**src/rtl/rrqs_pkg.sv**
```systemverilog
`default_nettype none

package rrqs_pkg;

   typedef enum logic {
      CMD_ADD  = 1'b0,
      CMD_TICK = 1'b1
   } cmd_type;

   typedef enum logic {
      REG_QUANTUM = 1'b0,
      REG_NONE    = 1'b1
   } reg_index_type;

   localparam logic [7:0] QUANTUM_RESET = 8'd3;

   typedef struct packed {
      logic       shift;
      logic       load;
      logic [7:0] id;
      logic [7:0] burst;
   } cell_ctrl_type;

endpackage

`default_nettype wire

```
**src/rtl/round_robin_quantum_scheduler.sv**
```systemverilog
`default_nettype none
// Round-robin time-slice scheduler.
// Request channel (req_valid / req_stall): one beat is either an add
// (process id and burst appended at the tail of the ready queue) or a
// timer tick (the head process runs for one tick).
// Response channel (rsp_valid / rsp_stall): exactly one beat per request,
// giving the process that ran, its remaining burst, finish / rotate / idle
// / reject flags and the queue occupancy after the request.
// The response is registered: rsp_valid is set in the cycle after a request
// is accepted. Throughput is one request per cycle while no response is
// stalled: the queue is a row of cells that shift towards the head, and
// every request is one update of the row, occupancy and quantum counters.
// A stalled response holds in the output register; a new request is taken
// in the cycle the held response is taken, otherwise req_stall is raised.
// Reset empties the queue, sets the quantum register to 3 and drops any
// pending response. The quantum register is written over the APB port and
// takes effect at the next change of the head process.
module round_robin_quantum_scheduler #(
   parameter int MAX_PROCS = 8
) (
   input  wire         clock,
   input  wire         reset,
   input  wire         req_valid,
   output logic        req_stall,
   input  wire         req_command,
   input  wire  [7:0]  req_process_id,
   input  wire  [7:0]  req_burst,
   output logic        rsp_valid,
   input  wire         rsp_stall,
   output logic        rsp_ran_valid,
   output logic [7:0]  rsp_ran_id,
   output logic [7:0]  rsp_ran_remaining,
   output logic        rsp_finished,
   output logic        rsp_rotated,
   output logic        rsp_idle,
   output logic        rsp_add_rejected,
   output logic [3:0]  rsp_queue_count,
   input  wire         psel,
   input  wire         penable,
   input  wire         pwrite,
   input  wire  [2:0]  paddr,
   input  wire  [31:0] pwdata,
   output logic [31:0] prdata,
   output logic        pready
);
   import rrqs_pkg::*;

   localparam int CW = $clog2(MAX_PROCS + 1);

   logic [7:0]    quantum;
   logic [7:0]    cell_id    [MAX_PROCS];
   logic [7:0]    cell_burst [MAX_PROCS];
   logic [7:0]    nb_id      [MAX_PROCS];
   logic [7:0]    nb_burst   [MAX_PROCS];
   logic          cell_sel   [MAX_PROCS];
   cell_ctrl_type ctrl;
   logic [CW-1:0] slot;

   logic [CW-1:0] count_ff;
   logic [CW-1:0] count_in;
   logic [7:0]    qleft_ff;
   logic [7:0]    qleft_in;
   logic          accept;
   logic [7:0]    rem;
   logic [7:0]    ql;
   logic [CW+3:0] count_ext;

   logic          ran_valid;
   logic          finished;
   logic          rotated;
   logic          idle;
   logic          add_rejected;

   logic          rsp_valid_ff;
   logic          rsp_valid_in;
   logic          ran_valid_ff;
   logic [7:0]    ran_id_ff;
   logic [7:0]    ran_remaining_ff;
   logic          finished_ff;
   logic          rotated_ff;
   logic          idle_ff;
   logic          add_rejected_ff;
   logic [3:0]    queue_count_ff;

   rrqs_csr u_csr (
      .clock   (clock),
      .reset   (reset),
      .psel    (psel),
      .penable (penable),
      .pwrite  (pwrite),
      .paddr   (paddr),
      .pwdata  (pwdata),
      .prdata  (prdata),
      .pready  (pready),
      .quantum (quantum)
   );

   for (genvar i = 0; i < MAX_PROCS; i++) begin : g_cell
      if (i == MAX_PROCS - 1) begin : g_last
         assign nb_id[i]    = cell_id[i];
         assign nb_burst[i] = cell_burst[i];
      end else begin : g_mid
         assign nb_id[i]    = cell_id[i+1];
         assign nb_burst[i] = cell_burst[i+1];
      end
      assign cell_sel[i] = (slot == CW'(i));

      rrqs_cell u_cell (
         .clock    (clock),
         .ctrl     (ctrl),
         .sel      (cell_sel[i]),
         .nb_id    (nb_id[i]),
         .nb_burst (nb_burst[i]),
         .id       (cell_id[i]),
         .burst    (cell_burst[i])
      );
   end

   assign req_stall = rsp_valid_ff && rsp_stall;
   assign accept    = req_valid && !req_stall;

   assign rem = (cell_burst[0] == 8'd0) ? 8'd0 : cell_burst[0] - 8'd1;
   assign ql  = (qleft_ff == 8'd0) ? 8'd0 : qleft_ff - 8'd1;

   always_comb begin
      ctrl         = '0;
      slot         = '0;
      count_in     = count_ff;
      qleft_in     = qleft_ff;
      ran_valid    = 1'b0;
      finished     = 1'b0;
      rotated      = 1'b0;
      idle         = 1'b0;
      add_rejected = 1'b0;
      if (accept) begin
         case (cmd_type'(req_command))
            CMD_ADD: begin
               if (count_ff == CW'(MAX_PROCS)) begin
                  add_rejected = 1'b1;
               end else begin
                  ctrl.load  = 1'b1;
                  ctrl.id    = req_process_id;
                  ctrl.burst = req_burst;
                  slot       = count_ff;
                  count_in   = count_ff + CW'(1);
                  if (count_ff == '0) begin
                     qleft_in = quantum;
                  end
               end
            end
            CMD_TICK: begin
               if (count_ff == '0) begin
                  idle = 1'b1;
               end else begin
                  ran_valid = 1'b1;
                  if (rem == 8'd0) begin
                     finished   = 1'b1;
                     ctrl.shift = 1'b1;
                     count_in   = count_ff - CW'(1);
                     qleft_in   = quantum;
                  end else if (ql == 8'd0) begin
                     rotated    = 1'b1;
                     ctrl.shift = 1'b1;
                     ctrl.load  = 1'b1;
                     ctrl.id    = cell_id[0];
                     ctrl.burst = rem;
                     slot       = count_ff - CW'(1);
                     qleft_in   = quantum;
                  end else begin
                     ctrl.load  = 1'b1;
                     ctrl.id    = cell_id[0];
                     ctrl.burst = rem;
                     qleft_in   = ql;
                  end
               end
            end
            default: ;
         endcase
      end
   end

   assign count_ext    = {4'd0, count_in};
   assign rsp_valid_in = accept || (rsp_valid_ff && rsp_stall);

   always_ff @(posedge clock) begin
      if (reset) begin
         count_ff     <= '0;
         qleft_ff     <= QUANTUM_RESET;
         rsp_valid_ff <= 1'b0;
      end else begin
         count_ff     <= count_in;
         qleft_ff     <= qleft_in;
         rsp_valid_ff <= rsp_valid_in;
      end
   end

   always_ff @(posedge clock) begin
      if (accept) begin
         ran_valid_ff     <= ran_valid;
         ran_id_ff        <= ran_valid ? cell_id[0] : 8'd0;
         ran_remaining_ff <= ran_valid ? rem : 8'd0;
         finished_ff      <= finished;
         rotated_ff       <= rotated;
         idle_ff          <= idle;
         add_rejected_ff  <= add_rejected;
         queue_count_ff   <= count_ext[3:0];
      end
   end

   assign rsp_valid         = rsp_valid_ff;
   assign rsp_ran_valid     = ran_valid_ff;
   assign rsp_ran_id        = ran_id_ff;
   assign rsp_ran_remaining = ran_remaining_ff;
   assign rsp_finished      = finished_ff;
   assign rsp_rotated       = rotated_ff;
   assign rsp_idle          = idle_ff;
   assign rsp_add_rejected  = add_rejected_ff;
   assign rsp_queue_count   = queue_count_ff;

endmodule

`default_nettype wire

```
**src/rtl/rrqs_cell.sv**
```systemverilog
`default_nettype none

module rrqs_cell (
   input  wire                  clock,
   input  wire rrqs_pkg::cell_ctrl_type ctrl,
   input  wire                  sel,
   input  wire  [7:0]           nb_id,
   input  wire  [7:0]           nb_burst,
   output logic [7:0]           id,
   output logic [7:0]           burst
);
   import rrqs_pkg::*;

   logic [7:0] id_ff;
   logic [7:0] id_in;
   logic [7:0] burst_ff;
   logic [7:0] burst_in;

   always_comb begin
      id_in    = id_ff;
      burst_in = burst_ff;
      if (ctrl.load && sel) begin
         id_in    = ctrl.id;
         burst_in = ctrl.burst;
      end else if (ctrl.shift) begin
         id_in    = nb_id;
         burst_in = nb_burst;
      end
   end

   always_ff @(posedge clock) begin
      id_ff    <= id_in;
      burst_ff <= burst_in;
   end

   assign id    = id_ff;
   assign burst = burst_ff;

endmodule

`default_nettype wire

```
**src/rtl/rrqs_csr.sv**
```systemverilog
`default_nettype none

module rrqs_csr (
   input  wire         clock,
   input  wire         reset,
   input  wire         psel,
   input  wire         penable,
   input  wire         pwrite,
   input  wire  [2:0]  paddr,
   input  wire  [31:0] pwdata,
   output logic [31:0] prdata,
   output logic        pready,
   output logic [7:0]  quantum
);
   import rrqs_pkg::*;

   logic [7:0]    quantum_ff;
   logic [7:0]    quantum_in;
   reg_index_type index;

   assign index = reg_index_type'(paddr[2]);

   always_comb begin
      quantum_in = quantum_ff;
      if (psel && penable && pwrite && (index == REG_QUANTUM)) begin
         quantum_in = pwdata[7:0];
      end
   end

   always_ff @(posedge clock) begin
      if (reset) begin
         quantum_ff <= QUANTUM_RESET;
      end else begin
         quantum_ff <= quantum_in;
      end
   end

   always_comb begin
      case (index)
         REG_QUANTUM: prdata = {24'd0, quantum_ff};
         default:     prdata = 32'd0;
      endcase
   end

   assign pready  = 1'b1;
   assign quantum = quantum_ff;

endmodule

`default_nettype wire

```
**config.mk**
```make
export PLATFORM = sky130hd
export DESIGN_NAME = round_robin_quantum_scheduler
export DESIGN_NICKNAME = d
export VERILOG_FILES = /design/src/rtl/rrqs_pkg.sv /design/src/rtl/round_robin_quantum_scheduler.sv /design/src/rtl/rrqs_cell.sv /design/src/rtl/rrqs_csr.sv
export SDC_FILE = /design/constraint.sdc
export NUM_CORES = 1
export LEC_CHECK = 0
export BUFFER_PORTS_ARGS = -buffer_cell sky130_fd_sc_hd__buf_2
export CAP_MARGIN = 10
export CORE_MARGIN = 2
export CORE_UTILIZATION = 52
export CTS_BUF_LIST = sky130_fd_sc_hd__clkbuf_16
export DETAILED_ROUTE_END_ITERATION = 16
export GPL_ROUTABILITY_DRIVEN = 0
export PLACE_DENSITY = 0.77
export SYNTH_ARGS = -nofsm -noshare
export SYNTH_HDL_FRONTEND = slang
export SYNTH_HIERARCHICAL = 1
export SYNTH_SLANG_ARGS = --single-unit
```
**constraint.sdc**
```tcl
create_clock -name clock -period 3.83 [get_ports clock]
set_input_delay 0.1915 -clock clock [delete_from_list [all_inputs] [get_ports clock]]
set_output_delay 0.1915 -clock clock [all_outputs]
set_load 0.03 [all_outputs]
```
After elaboration in Yosys (flattened, before gate mapping). Index checks and enable logic that the tools add are counted.

Add/subtract/negate cells: 4. Mux-type cells: 62. Bitwise gates (word level): 2. Reductions and logical operators: 31. Equal/unequal tests: 11.

Operator list (number): 8-bit 2-to-1 mux (36); 18-bit 2-to-1 mux (2); 4-bit 2-to-1 mux (9); 17-bit 2-to-1 mux (2); 17-bit case mux with 2 select lines (1); 8-bit zero test (4); 4-bit by 3-bit == test with 1-bit output, second input constant (4); 4-bit case mux with 2 select lines (2); 8-bit case mux with 2 select lines (1); 8-bit by 1-bit subtractor with 8-bit output, second input constant (2); 2-bit nonzero test (7); 1-bit logical AND (13); 1-bit 2-to-1 mux (9); 4-bit by 2-bit == test with 1-bit output, second input constant (2); 4-bit zero test (2); 2-bit inequality test, second input constant (3); 4-bit by 1-bit adder with 4-bit output, second input constant (1); 4-bit by 1-bit == test with 1-bit output, second input constant (1); 4-bit == test, second input constant (1); 4-bit AND reduction (1); 4-bit by 1-bit subtractor with 4-bit output, second input constant (1); 3-bit OR reduction (1); 1-bit inverter (2); 2-bit OR reduction (1); other kinds (2) (2).

Input port bits: 59. Output and inout port bits: 60. Flip-flop bits (word level): 174. Word-level logic and storage cells: 138.

Longest topological paths before layout.
Depth in word-level cells: 11. Gate-level depth with buffers: 14. Depth with buffers taken out: 11.

Hierarchy. Netlist, hierarchy kept.

Modules (own cells, without submodules): rrqs_cell (cells an instance 35, instances 8, area an instance 723.2 µm²); round_robin_quantum_scheduler (cells an instance 269, instances 1, area an instance 2486.1 µm²); rrqs_csr (cells an instance 70, instances 1, area an instance 620.6 µm²).

Worst setup path before layout. No wires, ideal clock.

Path type: reg2reg. From: reg rsp_valid_ff, in the netlist rsp_valid. To: reg g_cell[6].u_cell.burst_ff[0] (enable). Cell stages (with the launch flop): 12. Data arrival time: 3.760 ns. Setup time: 0.375 ns. Period minus slack after synthesis: 4.135 ns. Path slack: -0.305 ns. Cells stage by stage: dfxtp_1 > and2_1 > nand2b_1 > clkinv_1 > nand3_1 > a21oi_1 > buf_2 > a221o_1 > nor3_1 > nand2_4 > buf_6 > nand2b_1.

RTL lines: start, declared (line round_robin_quantum_scheduler.sv:74) `logic rsp_valid_ff;`; start signal, assigned (line round_robin_quantum_scheduler.sv:193) `rsp_valid_ff <= rsp_valid_in;`; end signal, assigned (line rrqs_cell.sv:33) `burst_ff <= burst_in;`; end, declared (line rrqs_cell.sv:16) `logic [7:0] burst_ff;`.

==> impl_metrics.yaml <==
status:
  outcome: "completed"
critical_path:
  required_ns: 3.96
  crit_type: "flop to flop"
  path_cells: "inv_1 -> ha_1 -> nor4b_1 -> a22oi_1 -> o211ai_4 -> a21oi_1 -> a221o_1 -> nor3_1 -> nand2_4 -> nand2b_1 -> buf_12"
  crit_path_max_incr_delay_ns: 0.44
  worstReg2RegStart: "g_cell[0].u_cell/burst[0]"
  slowest_stage: "edfxtp_1"
  cp-end-kind: "flop"
  critPathTopFamily: "simple AND/OR/NAND/NOR gates"
  path_buf_inv: 2
  crit_fanout: 17
  critical_path_arrival_ns: 3.78
  cp-startpoint: "g_cell[0].u_cell/burst[0]"
  start_kind: "flop"
synthesis:
  yosys_register_bits: 174
  synth_area_leaders: "edfxtp_1 (52%), mux2_4 (12%), mux2_2 (7.2%), dfxtp_1 (4.7%), buf_4 (2.2%)"
  synth_warnings: 6
  synth_ff_type: "edfxtp_1"
  synth_top_area_share_pct: 51.7
  syn_area_mm2: 0.00889
  yosysSeqAreaShare_pct: 56.4
  synth_common_cells: "edfxtp_1 (153), mux2_4 (72), mux2_2 (57), nor2_1 (39), buf_4 (26)"
  netlist_instances: 619
  async_reset_ff_share_pct: 0
  yosysMostFrequentCell: "edfxtp_1"
  synth_top_area_cell: "edfxtp_1"
  synth_edf_count: 153
  avgSynthCellArea_um2: 14.4
  ys_types: 68
timing:
  slew_violations: 0
  timing.setup.tns_ns: 0
  hold_viol: 0
  max_freq_ghz: 0.274
  setup_viol: 0
  clock_skew_ns: 0.0103
  slew_headroom_pct: 58.2
  worst_pin_slew_ns: 0.627
  finalCritPeriodShare_pct: 95.2
  period_minus_slack_ns: 3.65
clocking:
  cts_sinks: 174
  clk_latency_ns: 0.43
  path_clk_slew_ns: 0.06
  cts_tree: "built"
  numCtsBuffers: 17
  cts_root_buf: "clkbuf_16"
  htreeDepth: 4
  cts_max_path_buffers: 2
power_and_ir_drop:
  p_leak_nw: 4.12
  swShare_pct: 23.5
  clkPwrFrac_pct: 40.2
  cellPowerDensity_mw_per_mm2: 412
  peakVddDrop_uv: 316
  power_switching_mw: 0.970
  pwr-share-comb_pct: 8.4
  power_mw: 4.13
  p_seq_share_pct: 51.4
  internal-power_mw: 3.16
floorplan:
  fp.dieH_um: 135
  start_util_pct: 53.4
  fp-row-count: 47
  io_pins: 119
  core_mm2: 0.0166
  die_area_mm2: 0.0182
  die_x_um: 135
global_route:
  grtUsageTotal_pct: 18.4
  overflow: 0
  grt_pass1_vias: 5266
  grt_max_degree: 28
  antenna_found_initial: 0
  grt_pass1_wl_um: 26300
route:
  dr_total_vias: 5196
  drc: 0
  viasPerCell: 5.56
  drtIter0Drc: 402
  wl_per_cell_um: 17.7
  drt_wl_total_um: 16500
  postRouteAntennaNets: 0
  drtPass1Iterations: 5
finish:
  antenna-diode-count: 0
  drive_gt1_share_pct: 39.2
  fin_nets: 766
  syn2layout_area_growth_pct: 12.8
hold_path:
  min_from: "pwdata[4]"
  hold_path_class: "input pin to flop"
placed_design:
  port_buffers: 67
  dp_hpwl_um: 11700
run:
  maxCapViolCount: 0
## power groups by stage
stage / combinational, mW / clock (mW) / sequential, mW
floorplan: 0.250 / 0 / 2.18
global placement: 0.330 / 0 / 2.16
detailed placement: 0.342 / 0 / 2.16
CTS: 0.344 / 1.69 / 2.12
global route: 0.375 / 1.77 / 2.13
finish: 0.349 / 1.66 / 2.12
## per-layer routing
layer,GRT usage (%),routed length [µm],share of wire (%)
met1,21.7,6740,41
met2,33.7,8710,53
met3,4.24,889,5.4
met4,4.97,143,0.87
met5,0,0,0
## cell families (layout without fill, tap and decap cells)
logic type,Yosys count,in the layout,synth area share (%)
mux,138,138,20.4
other cells,2,25,0.0845
xor+xnor,9,9,0.886
fa+ha+maj,6,6,0.844
flops,174,174,56.4
simple gates,157,157,10.7
compound gates,67,67,5.90
buf+inv,66,138,4.77
## cells in the final DEF (no fill, tap or decap), types with 10 or more instances in the layout
master	synthesis	routed
edfxtp_1	153	153
and2_1	12	12
clkbuf_16	0	17
inv_1	15	16
nand2b_1	22	22
a21oi_1	11	11
nand2_1	15	15
dfxtp_1	21	21
mux2_4	72	72
mux2_2	57	57
buf_4	26	18
nor2_1	39	39
buf_2	3	67
nor3_1	11	10
conb_1	2	25
nand3_1	12	12
## metrics by stage
stage	instances	instance area (µm²)	util, %	hold WS [ns]	setup slack [ns]
4_1_cts	927	9930	59.7	0.0290	0.0926
2_1_floorplan	642	8980	-	0.312	0.111
6_report	934	10000	60.3	0.0432	0.184
3_3_place_gp	894	9350	56.2	0.416	0.292
5_1_grt	934	10000	60.3	0.0419	-0.0101
3_5_place_dp	894	9350	56.2	0.432	0.103
## timing repair
item | 4_1_cts | 5_1_grt
hold buffers | 1 | 0
gates resized for setup | 0 | 2
buffers inserted | 0 | 7
setup endpoints to repair | 0 | 64
hold endpoints to repair | 1 | 0
## registers in the layout (all words and copies together), names as in the netlist
register	cells
g_cell.u_cell/burst	64
g_cell.u_cell/id	64
rsp_queue_count	4
u_csr/quantum	8
qleft_ff	8
count_ff	4
rsp_ran_id	8
rsp_finished	1
rsp_idle	1
rsp_ran_remaining	8
rsp_valid	1
rsp_ran_valid	1
rsp_rotated	1
rsp_add_rejected	1
## area by class of cell
type,count,area [µm²]
clock inverters,15,143
inverters,16,61.3
repair buffers,90,561
fillers,1236,6610
clock buffers,17,425
well taps,220,275
multi-input cells,402,3550
flip-flops and latches,174,5010
## tightest hold or removal path: stages
cell      delay (ns)
buf_2           0.10
nand2b_1        0.06
mux2i_1         0.06
## worst paths after layout
kind                                    end  slack [ns]  cells after the start
setup / recovery  g_cell[7].u_cell/burst[6]        0.18                     11
hold / removal             u_csr/quantum[4]        0.04                      3
setup reg to reg  g_cell[7].u_cell/burst[6]        0.18                     11
hold reg to reg            u_csr/quantum[7]        0.51                      2
Power figures use the tool's default switching activity.
